===== config.mk =====
export PLATFORM = sky130hd
export DESIGN_NAME = ascii_range_reply_parser_unit
export DESIGN_NICKNAME = d
export VERILOG_FILES = /design/src/rtl/arrp_pkg.sv /design/src/rtl/ascii_range_reply_parser_unit.sv
export SDC_FILE = /design/constraint.sdc
export NUM_CORES = 1
export LEC_CHECK = 0
export BUFFER_PORTS_ARGS = -buffer_cell sky130_fd_sc_hd__buf_2
export CORE_ASPECT_RATIO = 0.75
export CORE_MARGIN = 5
export CORE_UTILIZATION = 29
export DETAILED_ROUTE_END_ITERATION = 7
export PLACE_DENSITY_LB_ADDON = 0.15
export SKIP_LAST_GASP = 1
export SLEW_MARGIN = 25
export SYNTH_ARGS = -nofsm -noshare
export SYNTH_HDL_FRONTEND = slang
export SYNTH_SLANG_ARGS = --single-unit
export TNS_END_PERCENT = 50

===== constraint.sdc =====
create_clock -name clk -period 8.3 [get_ports clk]
set_input_delay 0.415 -clock clk [delete_from_list [all_inputs] [get_ports clk]]
set_output_delay 0.415 -clock clk [all_outputs]
set_load 0.1 [all_outputs]

===== src/rtl/arrp_pkg.sv =====
// ============================================================================
// arrp_pkg
// Shared types, character codes and helpers for the range reply parser.
// ============================================================================
package arrp_pkg;

  // Fraction digits accepted after the decimal point of a distance
  localparam int unsigned MAX_FRACTION_DIGITS = 3;

  // Character codes
  localparam logic [7:0] CHAR_D     = 8'h44;
  localparam logic [7:0] CHAR_E     = 8'h45;
  localparam logic [7:0] CHAR_EQ    = 8'h3D;
  localparam logic [7:0] CHAR_DOT   = 8'h2E;
  localparam logic [7:0] CHAR_UNIT  = 8'h6D;
  localparam logic [7:0] CHAR_CR    = 8'h0D;
  localparam logic [7:0] CHAR_LF    = 8'h0A;
  localparam logic [7:0] CHAR_ZERO  = 8'h30;
  localparam logic [7:0] CHAR_NINE  = 8'h39;

  // Scan phase of the byte stream
  typedef enum logic [1:0] {
    PH_SEARCH,
    PH_FRAME,
    PH_ANSWERED
  } scan_phase_t;

  // Header letter of the current frame
  typedef enum logic [1:0] {
    HDR_NONE,
    HDR_D,
    HDR_E
  } header_t;

  // One received byte
  typedef struct packed {
    logic [7:0] rx_byte;
    logic       end_of_buffer;
  } byte_item_t;

  // One parse result
  typedef struct packed {
    logic        distance_valid;
    logic        error_reported;
    logic [31:0] distance_millimetres;
    logic [15:0] device_error_code;
  } reply_result_t;

  // Scale factor that turns a fraction of n digits into thousandths
  function automatic logic [9:0] fraction_scale(input logic [1:0] n);
    logic [9:0] s;
    begin
      case (n)
        2'd1:    s = 10'd100;
        2'd2:    s = 10'd10;
        2'd3:    s = 10'd1;
        default: s = 10'd0;
      endcase
      return s;
    end
  endfunction

endpackage


===== src/rtl/ascii_range_reply_parser_unit.sv =====
// ============================================================================
// ascii_range_reply_parser_unit
// Parser for the ASCII reply of a laser range sensor, one byte per cycle unless stalled.
// ============================================================================
// Takes one reply byte per transaction and looks for the first good frame,
// "D=<metres>[.<fraction>]m...<CR><LF>" or "E=<code><CR><LF>". The byte that
// carries end_of_buffer yields one result transaction: distance in millimetres
// (modulo 2^32) or a device error code (modulo 2^16), or all zeros when no
// good frame was seen; the parser then returns to its reset state. The block
// accepts one byte every cycle unless held back as described below. A byte
// is held in an input register and folded into the parse state as it leaves
// that register; an end_of_buffer byte loads its result into the output
// register at the same update. The rate rests on a full update of the parse
// state per byte (a multiply-add by ten per digit, and whole metres times
// 1000 at frame close). Bytes are held back only while a finished result
// waits in the output register and another end_of_buffer byte is ready.
// ============================================================================
module ascii_range_reply_parser_unit #(
  parameter int unsigned MAX_FRACTION_DIGITS = arrp_pkg::MAX_FRACTION_DIGITS
) (
  input  logic                    clk,
  input  logic                    rst,
  input  logic                    byte_valid,
  output logic                    byte_stall,
  input  arrp_pkg::byte_item_t    byte_item,
  output logic                    result_valid,
  input  logic                    result_stall,
  output arrp_pkg::reply_result_t result
);

  // Input register
  logic                 item_valid;
  arrp_pkg::byte_item_t item;
  logic                 accept;
  logic                 fire;

  // Parse state
  arrp_pkg::scan_phase_t phase,  phase_next;
  arrp_pkg::header_t     header, header_next;
  logic        cr_pending,      cr_pending_next;
  logic [31:0] whole_metres,    whole_metres_next;
  logic [9:0]  thousandths,     thousandths_next;
  logic [1:0]  frac_count,      frac_count_next;
  logic        dot_seen,        dot_seen_next;
  logic        unit_seen,       unit_seen_next;
  logic        frame_good,      frame_good_next;
  logic [15:0] code_acc,        code_acc_next;
  logic        answer_found,    answer_found_next;
  logic        answer_is_error, answer_is_error_next;
  logic [31:0] answer_distance, answer_distance_next;
  logic [15:0] answer_code,     answer_code_next;

  // Byte decode
  logic [7:0]  c;
  logic        is_digit;
  logic [3:0]  digit;
  logic        good_eff;
  logic [9:0]  frac_scaled;
  arrp_pkg::reply_result_t result_next;

  assign c        = item.rx_byte;
  assign is_digit = (c >= arrp_pkg::CHAR_ZERO) && (c <= arrp_pkg::CHAR_NINE);
  assign digit    = 4'(c - arrp_pkg::CHAR_ZERO);
  // A lone CR fails the frame unless the unit was already seen
  assign good_eff = cr_pending ? (frame_good & unit_seen) : frame_good;
  assign frac_scaled = 10'(thousandths * arrp_pkg::fraction_scale(frac_count));

  // Process the held byte unless it would produce a result that has no room
  assign fire = item_valid &
                (~item.end_of_buffer | ~result_valid | ~result_stall);
  assign byte_stall = item_valid & ~fire;
  assign accept     = byte_valid & ~byte_stall;

  // Hold the incoming byte
  always_ff @(posedge clk) begin
    if (rst) begin
      item_valid <= 1'b0;
    end else begin
      item_valid <= accept | (item_valid & ~fire);
    end
    if (accept) begin
      item <= byte_item;
    end
  end

  // Advance the parse state by one byte
  always_comb begin
    phase_next           = phase;
    header_next          = header;
    cr_pending_next      = cr_pending;
    whole_metres_next    = whole_metres;
    thousandths_next     = thousandths;
    frac_count_next      = frac_count;
    dot_seen_next        = dot_seen;
    unit_seen_next       = unit_seen;
    frame_good_next      = frame_good;
    code_acc_next        = code_acc;
    answer_found_next    = answer_found;
    answer_is_error_next = answer_is_error;
    answer_distance_next = answer_distance;
    answer_code_next     = answer_code;

    unique case (phase)
      arrp_pkg::PH_SEARCH: begin
        if (header != arrp_pkg::HDR_NONE && c == arrp_pkg::CHAR_EQ) begin
          cr_pending_next   = 1'b0;
          whole_metres_next = '0;
          thousandths_next  = '0;
          frac_count_next   = '0;
          dot_seen_next     = 1'b0;
          unit_seen_next    = 1'b0;
          frame_good_next   = 1'b1;
          code_acc_next     = '0;
          phase_next        = arrp_pkg::PH_FRAME;
        end else if (c == arrp_pkg::CHAR_D) begin
          header_next = arrp_pkg::HDR_D;
        end else if (c == arrp_pkg::CHAR_E) begin
          header_next = arrp_pkg::HDR_E;
        end else begin
          header_next = arrp_pkg::HDR_NONE;
        end
      end
      arrp_pkg::PH_FRAME: begin
        if (cr_pending && c == arrp_pkg::CHAR_LF) begin
          // Close the frame and record the answer if it parsed
          if (header == arrp_pkg::HDR_D && frame_good && unit_seen) begin
            answer_found_next    = 1'b1;
            answer_is_error_next = 1'b0;
            answer_distance_next = 32'(whole_metres * 32'd1000) +
                                   32'(frac_scaled);
            answer_code_next     = '0;
            phase_next           = arrp_pkg::PH_ANSWERED;
          end else if (header == arrp_pkg::HDR_E && frame_good) begin
            answer_found_next    = 1'b1;
            answer_is_error_next = 1'b1;
            answer_distance_next = '0;
            answer_code_next     = code_acc;
            phase_next           = arrp_pkg::PH_ANSWERED;
          end else begin
            phase_next = arrp_pkg::PH_SEARCH;
          end
          header_next       = arrp_pkg::HDR_NONE;
          cr_pending_next   = 1'b0;
          whole_metres_next = '0;
          thousandths_next  = '0;
          frac_count_next   = '0;
          dot_seen_next     = 1'b0;
          unit_seen_next    = 1'b0;
          frame_good_next   = 1'b1;
          code_acc_next     = '0;
        end else begin
          frame_good_next = good_eff;
          cr_pending_next = 1'b0;
          if (c == arrp_pkg::CHAR_CR) begin
            cr_pending_next = 1'b1;
          end else if (good_eff && !unit_seen) begin
            // Body byte
            if (header == arrp_pkg::HDR_E) begin
              if (is_digit) begin
                code_acc_next = 16'(code_acc * 16'd10) + 16'(digit);
              end else begin
                frame_good_next = 1'b0;
              end
            end else if (is_digit) begin
              if (!dot_seen) begin
                whole_metres_next = 32'(whole_metres * 32'd10) + 32'(digit);
              end else if (32'(frac_count) < MAX_FRACTION_DIGITS) begin
                thousandths_next = 10'(thousandths * 10'd10) + 10'(digit);
                frac_count_next  = frac_count + 2'd1;
              end else begin
                frame_good_next = 1'b0;
              end
            end else if (c == arrp_pkg::CHAR_DOT) begin
              if (dot_seen) begin
                frame_good_next = 1'b0;
              end else begin
                dot_seen_next = 1'b1;
              end
            end else if (c == arrp_pkg::CHAR_UNIT) begin
              unit_seen_next = 1'b1;
            end else begin
              frame_good_next = 1'b0;
            end
          end
        end
      end
      arrp_pkg::PH_ANSWERED: begin
        phase_next = arrp_pkg::PH_ANSWERED;
      end
      default: begin
        phase_next = arrp_pkg::PH_SEARCH;
      end
    endcase
  end

  // Build the result from the answer after this byte
  always_comb begin
    result_next.distance_valid       = answer_found_next & ~answer_is_error_next;
    result_next.error_reported       = answer_found_next & answer_is_error_next;
    result_next.distance_millimetres = result_next.distance_valid ?
                                       answer_distance_next : '0;
    result_next.device_error_code    = result_next.error_reported ?
                                       answer_code_next : '0;
  end

  // Update the parse state; drop it back to reset after the last byte
  always_ff @(posedge clk) begin
    if (rst || (fire && item.end_of_buffer)) begin
      phase           <= arrp_pkg::PH_SEARCH;
      header          <= arrp_pkg::HDR_NONE;
      cr_pending      <= 1'b0;
      whole_metres    <= '0;
      thousandths     <= '0;
      frac_count      <= '0;
      dot_seen        <= 1'b0;
      unit_seen       <= 1'b0;
      frame_good      <= 1'b1;
      code_acc        <= '0;
      answer_found    <= 1'b0;
      answer_is_error <= 1'b0;
      answer_distance <= '0;
      answer_code     <= '0;
    end else if (fire) begin
      phase           <= phase_next;
      header          <= header_next;
      cr_pending      <= cr_pending_next;
      whole_metres    <= whole_metres_next;
      thousandths     <= thousandths_next;
      frac_count      <= frac_count_next;
      dot_seen        <= dot_seen_next;
      unit_seen       <= unit_seen_next;
      frame_good      <= frame_good_next;
      code_acc        <= code_acc_next;
      answer_found    <= answer_found_next;
      answer_is_error <= answer_is_error_next;
      answer_distance <= answer_distance_next;
      answer_code     <= answer_code_next;
    end
  end

  // Hold the result until its transaction completes
  always_ff @(posedge clk) begin
    if (rst) begin
      result_valid <= 1'b0;
    end else if (fire && item.end_of_buffer) begin
      result_valid <= 1'b1;
    end else if (result_valid && !result_stall) begin
      result_valid <= 1'b0;
    end
    if (fire && item.end_of_buffer) begin
      result <= result_next;
    end
  end

endmodule


# == Yosys cells after proc, flatten, opt, wreduce, memory -nomap -nowiden ==
# Cells that the tools add are included.
# word_totals
ff_bits,179
latchBits,0
inputBits,13
elab_cells,199
mem_count,0
rom_bits,0
ram_bits,0
# classes
eq_ne,29
muxes,95
shift,0
div_mod_pow,0
reduce_logical,24
multipliers,5
n_bitwise,15
n_lt_le_gt_ge,3
addsub,6
# op_table
cell,n
$mux 32,11
$mux 16,10
$mux 10,8
$pmux 32 s2,1
$mux 1,39
$ne 3x3->1 const B,12
$add 32x10->32,1
$add 32x4->32,1
$mul 32x3->31 const B,1
$mul 32x7->29 const B,1
$mux 2,16
$pmux 16 s2,1
$eq 8x7->1 const B,3
$pmux 7 s3,1
$pmux 10 s2,1
$reduce_and 9->1,2
$add 16x4->16,1
$eq 8x4->1 const B,2
$eq 8x6->1 const B,2
$mul 16x3->15 const B,1
$reduce_and 8->1,2
$add 10x4->10,1
$mul 10x10->10,1
$mul 10x3->9 const B,1
other kinds (22),57

# == Logic depth before layout (Yosys ltp) ==
# Gate-level depths: netlist of the first run.
# depth
word_depth,10
ltp_mapped,28

# == Worst setup path after synthesis of the first run ==
# Ideal clock, no wire load.
# synth_path
kind,register to register
from,reg frac_count[0]
to,"reg result[42] in the netlist's numbering, data pin"
arrival_ns,5.319
slack_ns,2.716
synth_period_minus_slack_ns,5.584
t_required_ns,8.034
path_stages_with_launch,26
cell_sequence,dfxtp_1 > ha_1 > clkbuf_1 > nand2_1 > fa_1 > inv_1 > ha_1 > inv_1 > fa_1 > fa_1 > inv_1 > ha_1 > a21oi_1 > o21bai_1 > a21oi_1 > xnor2_1 > ha_1 > nor2_1 > nor2_1 > o41ai_1 > nand4b_1 > nor3_1 > nand3_1 > xor2_1 > a22oi_1 > nor2_1
# synth_between
elab_chain_cells,7
word_cells_on_any_way,9
classes_between,add/sub: 1; mul: 1; eq/ne: 3; mux: 4
# synth_lines
element,line,source
start: declaration,ascii_range_reply_parser_unit.sv:43,"logic [1:0] frac_count, frac_count_next;"
start signal: assignment,ascii_range_reply_parser_unit.sv:229,frac_count <= frac_count_next;
$eq 2x2->1 / $eq 2x1->1 (equally long branches),arrp_pkg.sv:53,case (n)
$pmux 7 s3 (*),arrp_pkg.sv:53,
$mul 10x10->10 (*),ascii_range_reply_parser_unit.sv:66,assign frac_scaled = 10'(thousandths * arrp_pkg::fraction_scale(frac_count));
$add 32x10->32 (*),ascii_range_reply_parser_unit.sv:129,answer_distance_next = 32'(whole_metres * 32'd1000) +
$mux 32 (*),ascii_range_reply_parser_unit.sv:126,if (header == arrp_pkg::HDR_D && frame_good && unit_seen) begin
$mux 32 (*),ascii_range_reply_parser_unit.sv:124,if (cr_pending && c == arrp_pkg::CHAR_LF) begin
$mux 32 (*),ascii_range_reply_parser_unit.sv:103,unique case (phase)
end signal: assignment,ascii_range_reply_parser_unit.sv:251,result <= result_next;
end: declaration,ascii_range_reply_parser_unit.sv:28,output arrp_pkg::reply_result_t result
# Every way passes the cells marked *; elsewhere a longest branch is shown, timed or not.
# A chain may end at the register's enable or synchronous reset.

# == Worst setup path after layout of the first run ==
# layout_path
from,reg whole_metres[1]
to,"reg result[47] in the netlist's numbering, data pin"
# layout_between
elab_chain_cells,5
# layout_lines
element,line,source
start: declaration,ascii_range_reply_parser_unit.sv:41,"logic [31:0] whole_metres, whole_metres_next;"
start signal: assignment,ascii_range_reply_parser_unit.sv:227,whole_metres <= whole_metres_next;
$mul 32x7->29,ascii_range_reply_parser_unit.sv:129,
$add 32x10->32,ascii_range_reply_parser_unit.sv:129,
$mux 32,ascii_range_reply_parser_unit.sv:126,
$mux 32,ascii_range_reply_parser_unit.sv:124,
$mux 32,ascii_range_reply_parser_unit.sv:103,
# No other way between the ends.

==> flow_summary.toml, run 1 <==
[setup_path]
reg2reg_setup_slack_ns = 2.10
critPathMaxFanout = 10
path_cells = "inv_1 > fa_1 > fa_1 > fa_1 > fa_1 > inv_1 > ha_1 > nand4b_1 > a21oi_1 > nor2b_1 > xnor2_1 > nand4_1 > nor3_1 > nor3b_2 > xnor2_1 > a32o_1"
slowest_delay_ns = 0.64
reg2reg_depth = 16
setup.worst_path.class = "reg2reg"
critPathMostFrequentCell = "fa_1"
critical_path_required_ns = 8.52
worstPathArrival_ns = 6.42
end_kind = "register"
crit_slowest_cell = "dfxtp_1"
crit_path_start_kind = "register"

[synth]
synth_warnings = 0
synth_top_cell_area_share_pct = 14.8
synthTopCellsByCount = "inv_1, nor2_1, ha_1, nand2_1"
synth_top_cell_by_area = "dfxtp_1"
synthTopCellsByArea = "dfxtp_1, fa_1, ha_1"
ys_types = 76
synth-seq-cells = 176
synth.most_common_cell = "inv_1"
ys.flop_type = "dfxtp_1"
synth_cells = 1766
syn_nets = 2070
mappedNetlistArea_mm2 = 0.0159
synth_edf_count = 59
async_flop_share_pct = 0
syn_avg_cell_area_um2 = 8.98
synth-seq-area-share_pct = 25.9

[clocking]
clk_latency_ns = 0.46
htreeDepth = 4
tritoncts = "built"
path_clk_slew_ns = 0.09
cts-resized-gates = 0
cts-root-buf = "clkbuf_16"
cts_setup_buffers = 0
cts.sinks = 176
cts-buffers-inserted = 17
cts.hold.buffers_added = 0
cts_buffer_depth = 2

[final_layout]
final_nets = 2106
postLayoutCoreUtil_pct = 32.4
multi_input_area_mm2 = 0.0108
nFillCells = 5737
area_growth_pct = 11.0
layout-drive-gt1-share_pct = 7.11
n_antenna_cell = 0
final_area_mm2 = 0.0176
regArea_mm2 = 0.00411

[power]
power.leakage_uw = 0.00735
powerDensity_mw_per_mm2 = 106
irDropWorstVdd_mv = 0.114
combPwrFrac_pct = 3.2
power_switching_uw = 484
pwr-share-clk_pct = 48.2
p_int_uw = 1370
netSwitchingFraction_pct = 26.0
pwr-share-seq_pct = 48.6

[sta]
worst_pin_slew_ns = 0.969
finalHoldViolations = 0
fin_crit_ns = 6.20
drv_slew = 0
rsz0062_at_grt = "no"
max_freq_mhz = 161
setup-tns-final_ns = 0
relSlewSlack_pct = 35.4
setup_viol = 0
fin_crit_sh_pct = 74.7
fin_worst_skew_ns = 0.0124

[place]
postPlaceCellArea_mm2 = 0.0170
port_buffers = 64
place.gp.congestion = 0.825
dp_hpwl_um = 33600

[hold_path]
hold_depth = 1
hold_class = "in2reg"

[floorplan]
die_area_mm2 = 0.0595
die_w_um = 280
pin_count = 65
start_util_pct = 29.2
dieHeight_um = 213
core_area_mm2 = 0.0543
rows = 74

[global_route]
overflow = 0
grt_pass1_vias = 12300
track_usage_pct = 14.8
grt_pass1_wl_um = 70500
grt_start_max_net_pins = 53
antenna_found_initial = 1

[detailed_routing]
remaining_drc_errors = 0
drt_first_pass_iters = 5
num_vias = 12400
via_per_inst = 4.90
wl_per_cell_um = 17.1
antenna_left = 0
routed_wirelength_um = 43400
first_iter_violations = 912

[flow_run]
maxCapViolCount = 0

[outcome]
outcome = "complete, no violations"
stage by stage:
stage               worst slack [ns]  hold slack, ns  cells  total power, µW
floorplan                       2.72           0.443   1766              960
global placement                2.13           0.466   2505              983
detailed placement              2.12           0.478   2505              983
CTS                             2.08           0.104   2537             1880
global route                    1.47          0.0997   2537             1920
finish                          2.10           0.132   2537             1860
worst max-delay path: cells and delay by family (launching register included):
family	cells	cell delay (ns)
xor+xnor	2	0.44
compound gates	2	0.72
fa+ha+maj	5	2.44
simple gates	5	1.54
buf+inv	2	0.17
flops	1	0.64
worst paths after layout:
kind                         from          to
setup / recovery  whole_metres[1]  result[47]
hold reg to reg        cr_pending  cr_pending
setup reg to reg  whole_metres[1]  result[47]
hold / removal       byte_item[3]        c[2]
layout make-up:
cell class | instances | area share [%]
clock inverters | 15 | 1.22
clock buffers | 17 | 2.42
well taps | 722 | 5.13
flip-flops and latches | 176 | 23.4
multi-input cells | 1329 | 61.2
inverters | 203 | 4.33
repair buffers | 75 | 2.29
cells by family after synthesis:
family | after synthesis | synth area share (%)
xor+xnor | 156 | 8.62
mux | 4 | 0.252
simple gates | 515 | 15.5
compound gates | 363 | 15.1
fa+ha+maj | 291 | 28.4
buf+inv | 261 | 6.20
flops | 176 | 25.9
state kept, by name, indices dropped and copies added, names as in the netlist, 2 cells and up:
register         flops
answer_code         16
answer_distance     32
c                    8
code_acc            16
frac_count           2
header               2
phase                2
result              50
thousandths         10
whole_metres        29
metal layers:
layer / global-route usage [%] / wire length, µm / vias to the layer above
li1: - / - / 6153
met2: 21.0 / 17400 / 194
met4: 1.90 / 289 / 0
met5: 0 / 0 / -
met1: 24.0 / 24200 / 6064
met3: 2.36 / 1500 / 25
layout by cell type (no fill, tap or decap), types with 17 or more instances in the layout:
master and count:
nor2_1 186, xor2_1 44, a21o_1 26, and2_1 17, o21ai_0 34, nand3_1 43
fa_1 115, nand2_1 127, edfxtp_1 59, buf_2 64, clkbuf_16 17, a22oi_1 71
nor3_1 45, a21oi_1 117, dfxtp_1 117, xnor2_1 112, ha_1 176, inv_1 203
power groups by stage:
stage	sequential (µW)	combinational, µW	clock (µW)
2_1_floorplan	935	25.8	0
3_3_place_gp	923	60.1	0
3_5_place_dp	923	60.5	0
4_1_cts	903	60.6	919
5_1_grt	903	64.3	952
6_report	903	59.5	895
No activity file was read; power rests on OpenSTA's default activity.
==> run 2, diff against run 1 <==
==> constraint.sdc (replaced) <==
create_clock -name clk -period 5.88 [get_ports clk]
set_input_delay 0.294 -clock clk [delete_from_list [all_inputs] [get_ports clk]]
set_output_delay 0.294 -clock clk [all_outputs]
set_load 0.1 [all_outputs]
==> run 2 against run 1 <==
Die area is the same. First-iteration DRC count shrank 4.7%. Critical path depth grew 7. Largest cell class unchanged. Global-route usage grew 0.14 points. Core utilization grew 1.7 points. Worst hold slack lost 0.10 ns.
==> flow_summary.toml, run 2 (synthesis gave the netlist of run 1 again) <==
[outcome]
outcome = "complete, no violations"

[final_layout]
largest_reg_flops = 50
n_antenna_cell = 0
layout_common_cells = "inv_1, nor2_1, ha_1, nand2_1"
final_common_cell = "inv_1"
nFillCells = 5685
layout-drive-gt1-share_pct = 14.9
area_growth_pct = 16.7
top_register = "result"
final_area_mm2 = 0.0185
final_nets = 2192
reg.largest.list = "result x50, answer_distance x32, whole_metres x29"
regArea_mm2 = 0.00413
multi_input_area_mm2 = 0.0111

[global_route]
track_usage_pct = 15.0
grt_pass1_vias = 12700
grt_pass1_wl_um = 71600
overflow = 0
antenna_found_initial = 2
grt_start_max_net_pins = 59

[setup_path]
critical_path_required_ns = 6.08
slowest_delay_ns = 0.56
setup.worst_path.class = "reg2reg"
timing.rr.start = "frac_count[0]"
rr_endpoint = "result[39]"
reg2reg_setup_slack_ns = 0.20
crit_path_start_kind = "register"
path_cells = "inv_1 > ha_4 > nand2_1 > fa_1 > fa_1 > fa_1 > inv_1 > fa_1 > ha_4 > buf_4 > xnor2_1 > ha_1 > inv_1 > o21bai_1 > a21oi_2 > o21bai_4 > nand4_1 > nor3_2 > buf_4 > nand4_1 > xnor2_2 > a22oi_1 > nor2_1"
startpoint = "frac_count[0]"
critPathMostFrequentCell = "fa_1"
cp_num_buf_inv = 5
reg2reg_depth = 23
end_kind = "register"
cp-endpoint = "result[39]"
crit_slowest_cell = "fa_1"
critPathTopFamily = "adder cells"
worstPathArrival_ns = 5.88
critPathMaxFanout = 7
worst-path-stages = 23

[sta]
setup_viol = 0
worst_pin_slew_ns = 0.981
fin_worst_skew_ns = 0.0129
fin_crit_sh_pct = 96.6
fin_crit_ns = 5.68
holdWs_ns = 0.0318
finalHoldViolations = 0
max_freq_mhz = 176
relSlewSlack_pct = 34.4
drv_slew = 0

[floorplan]
die_w_um = 280
dieHeight_um = 213
die_area_mm2 = 0.0595
rows = 74
pin_count = 65
start_util_pct = 29.2
core_area_mm2 = 0.0543

[place]
dp_hpwl_um = 33900
postPlaceCellArea_mm2 = 0.0175
place.gp.congestion = 0.822
port_buffers = 64

[clocking]
htreeDepth = 4
path_clk_slew_ns = 0.08
cts_buffer_depth = 2
cts-root-buf = "clkbuf_16"
cts-buffers-inserted = 17
tritoncts = "built"
cts.sinks = 176
clk_latency_ns = 0.45

[power]
irDropWorstVdd_mv = 0.144
powerDensity_mw_per_mm2 = 133
power.leakage_uw = 0.00779

[hold_path]
hold_class = "in2reg"

[detailed_routing]
wl_per_cell_um = 16.9
antenna_left = 0
remaining_drc_errors = 0
drt_first_pass_iters = 5
via_per_inst = 4.86
num_vias = 12800
first_iter_violations = 869
routed_wirelength_um = 44300

[flow_run]
maxCapViolCount = 0
==> run 2: area by class of cell <==
class	instances	area share, %
clock buffers	19	2.34
clock inverters	13	0.561
inverters	203	4.12
multi-input cells	1329	60.0
flip-flops and latches	176	22.3
well taps	722	4.88
repair buffers	161	5.76
==> run 2: worst reg2reg max path, stage by stage (launching register included) <==
cell	delay [ns]
dfxtp_2	0.34
inv_1	0.10
ha_4	0.19
nand2_1	0.09
fa_1	0.52
fa_1	0.55
fa_1	0.56
inv_1	0.05
fa_1	0.53
ha_4	0.22
buf_4	0.13
xnor2_1	0.13
ha_1	0.33
inv_1	0.05
o21bai_1	0.16
a21oi_2	0.10
o21bai_4	0.18
nand4_1	0.21
nor3_2	0.27
buf_4	0.19
nand4_1	0.15
xnor2_2	0.19
a22oi_1	0.15
nor2_1	0.07
==> run 2: power breakdown <==
part           internal [µW]  switching (µW)  leakage, µW  total (µW)
logic                   18.8            67.0      0.00596        85.8
registers               1260            12.2      0.00158        1270
clock network            549             547     0.000255        1100
total                   1830             626      0.00779        2460
==> run 2: what timing repair did <==
item,in CTS,in global routing
hold buffers,7,0
endpoints found under the hold margin,7,0
setup buffers,0,10
endpoints found under the setup margin,14,31
pin swaps,0,52
gates resized for setup,3,88
==> run 2: through the flow <==
stage          setup TNS [ns]  worst slack [ns]  util (%)  power [µW]  std cells
3_3_place_gp          -0.0653           -0.0406      32.2        1390       2574
2_1_floorplan               0             0.296         -        1360       1766
6_report                    0             0.200      34.1        2460       2623
3_5_place_dp           -0.675            -0.169      32.2        1390       2574
5_1_grt                -0.229           -0.0814      34.1        2550       2623
4_1_cts                     0           0.00436      33.4        2490       2613
==> run 2: worst min path at each step <==
stage | from | end | cells after the start
after floorplan | rst | item_valid | 1
after global placement | answer_distance[15] | answer_distance[15] | 2
after detailed placement | byte_item[4] | c[3] | 1
after CTS | byte_item[5] | c[4] | 1
after global routing | byte_item[8] | c[7] | 1
final | byte_item[5] | c[4] | 1
==> run 2: routing by layer <==
metal,wire (µm),part of all wire [%],vias up,track usage (%)
met5,0,0,-,0
met4,458,1.0,0,2.78
met3,1720,3.9,34,2.49
met2,17600,40,204,20.9
met1,24500,55,6193,24.1
li1,-,-,6328,-
==> run 3, diff against run 2 <==
--- a/config.mk
+++ b/config.mk
@@ -9,6 +9,7 @@
 export CORE_ASPECT_RATIO = 0.75
 export CORE_MARGIN = 5
 export CORE_UTILIZATION = 29
+export CTS_BUF_LIST = sky130_fd_sc_hd__clkbuf_8
 export DETAILED_ROUTE_END_ITERATION = 7
 export PLACE_DENSITY_LB_ADDON = 0.15
 export SKIP_LAST_GASP = 1
==> run 3 against run 2 <==
Clock skew grew 0.0057 ns. Via count grew 0.13%. Clock power shrank 26%. Combinational power grew 2%. Core utilization shrank 0.27 points. Worst hold slack gained 0.00067 ns. Critical path depth grew 1. Sequential power is essentially flat. Routed wire length is essentially flat. Sequential cell count is the same. Count of clock-buffer cells in the layout shrank 2. Register-to-register slack is essentially flat. Largest power group unchanged.
==> flow_summary.toml, run 3 (synthesis gave the netlist of run 1 again) <==
[outcome]
outcome = "complete, no violations"

[power]
irDropWorstVdd_mv = 0.124
powerDensity_mw_per_mm2 = 118
power.leakage_uw = 0.00773

[global_route]
overflow = 0
grt_pass1_vias = 12700
grt_pass1_wl_um = 71600
antenna_found_initial = 2
track_usage_pct = 15.0
grt_start_max_net_pins = 59

[clocking]
htreeDepth = 4
cts-root-buf = "clkbuf_8"
path_clk_slew_ns = 0.11
cts.sinks = 176
cts-buffers-inserted = 17
cts_buffer_depth = 2
tritoncts = "built"
clk_latency_ns = 0.51

[setup_path]
critical_path_required_ns = 6.14
slowest_delay_ns = 0.56
crit_slowest_cell = "fa_1"
crit_path_start_kind = "register"
critPathTopFamily = "adder cells"
worstPathArrival_ns = 5.93
path_cells = "inv_1 > ha_4 > nand2_1 > fa_1 > fa_1 > fa_1 > inv_1 > fa_1 > ha_4 > inv_1 > o21bai_1 > a21oi_1 > xnor2_1 > ha_1 > buf_4 > inv_1 > o21bai_4 > nand4_1 > nor3_2 > buf_4 > nand4_1 > xnor2_2 > a22oi_1 > nor2_1"
reg2reg_setup_slack_ns = 0.21
setup.worst_path.class = "reg2reg"
cp_num_buf_inv = 6
critPathMaxFanout = 7
end_kind = "register"

[final_layout]
final_common_cell = "inv_1"
final_nets = 2195
multi_input_area_mm2 = 0.0111
top_register = "result"
largest_reg_flops = 50
stdcell_count = 2626
postLayoutCoreUtil_pct = 33.9
regArea_mm2 = 0.00413
n_antenna_cell = 0
layout-drive-gt1-share_pct = 14.8
final_area_mm2 = 0.0184
layout_common_cells = "inv_1, nor2_1, ha_1, nand2_1"
nFillCells = 5706
area_growth_pct = 15.8
reg.largest.list = "result x50, answer_distance x32, whole_metres x29"

[sta]
fin_worst_skew_ns = 0.0187
setup-tns-final_ns = 0
max_freq_mhz = 176
relSlewSlack_pct = 34.0
worst_pin_slew_ns = 0.984
fin_crit_ns = 5.67
finalHoldViolations = 0
setup_viol = 0
fin_crit_sh_pct = 96.4
drv_slew = 0

[detailed_routing]
drt_first_pass_iters = 5
first_iter_violations = 871
wl_per_cell_um = 16.9
via_per_inst = 4.87
antenna_left = 0
remaining_drc_errors = 0
num_vias = 12800
routed_wirelength_um = 44300

[floorplan]
start_util_pct = 29.2
rows = 74
die_w_um = 280
pin_count = 65
dieHeight_um = 213
die_area_mm2 = 0.0595
core_area_mm2 = 0.0543

[flow_run]
maxCapViolCount = 0

[place]
port_buffers = 64
postPlaceCellArea_mm2 = 0.0175
numPlacedInstances = 2574
place.gp.congestion = 0.822
dp_hpwl_um = 33900

[hold_path]
hold_class = "in2reg"
## run 3: cell count changes in the layout (fill, tap and decap cells not counted), sizes merged
cell,before,now
dlygate4sd3,7,10
clkbuf,19,17
inv,209,211
## run 3: power breakdown
| group | internal [µW] | leakage [µW] | switching [µW] | total, µW |
|---|---|---|---|---|
| Sequential | 1260 | 0.00158 | 12.2 | 1270 |
| Clock | 297 | 0.000176 | 516 | 812 |
| Combinational | 20.1 | 0.00597 | 67.1 | 87.2 |
## run 3: area by class of cell
class                           instances  area share [%]
Tap cell                              722            4.92
Clock buffer                           17            1.27
Inverter                              203            4.15
Timing Repair Buffer                  164            5.97
Sequential cell                       176            22.5
Clock inverter                         15           0.606
Multi-Input combinational cell       1329            60.6
## run 3: timing repair
action,CTS,global route
buffers inserted,0,10
hold endpoints to repair,11,0
endpoints found under the setup margin,14,31
hold buffers,10,0
pin swaps,0,50
resized for setup,3,89
## run 3: worst paths after layout
check | to | start | depth (start not counted)
min | item_valid | byte_valid | 3
min reg2reg | cr_pending | cr_pending | 2
max | result[39] | frac_count[0] | 24
max reg2reg | result[39] | frac_count[0] | 24
## run 3: per-layer routing
layer / vias to the layer above / wire length (µm) / global-route usage, %
met3: 20 / 1910 / 2.70
met2: 222 / 17800 / 21.1
met4: 0 / 286 / 2.02
met5: - / 0 / 0
li1: 6338 / - / -
met1: 6196 / 24200 / 24.1
## run 3: worst min-delay path: cells and delay by family
family                 cells  cell delay (ns)
buffers and inverters      2             0.15
AO/OA/AOI/OAI              1             0.06
## run 3: per-stage QoR
step	total power, µW	worst slack [ns]	hold WS, ns
after floorplan	1360	0.296	0.363
after global placement	1390	-0.0406	0.464
after detailed placement	1390	-0.169	0.474
after CTS	2210	0.0291	0.00100
after global routing	2260	-0.0807	0.000439
final	2170	0.210	0.0325
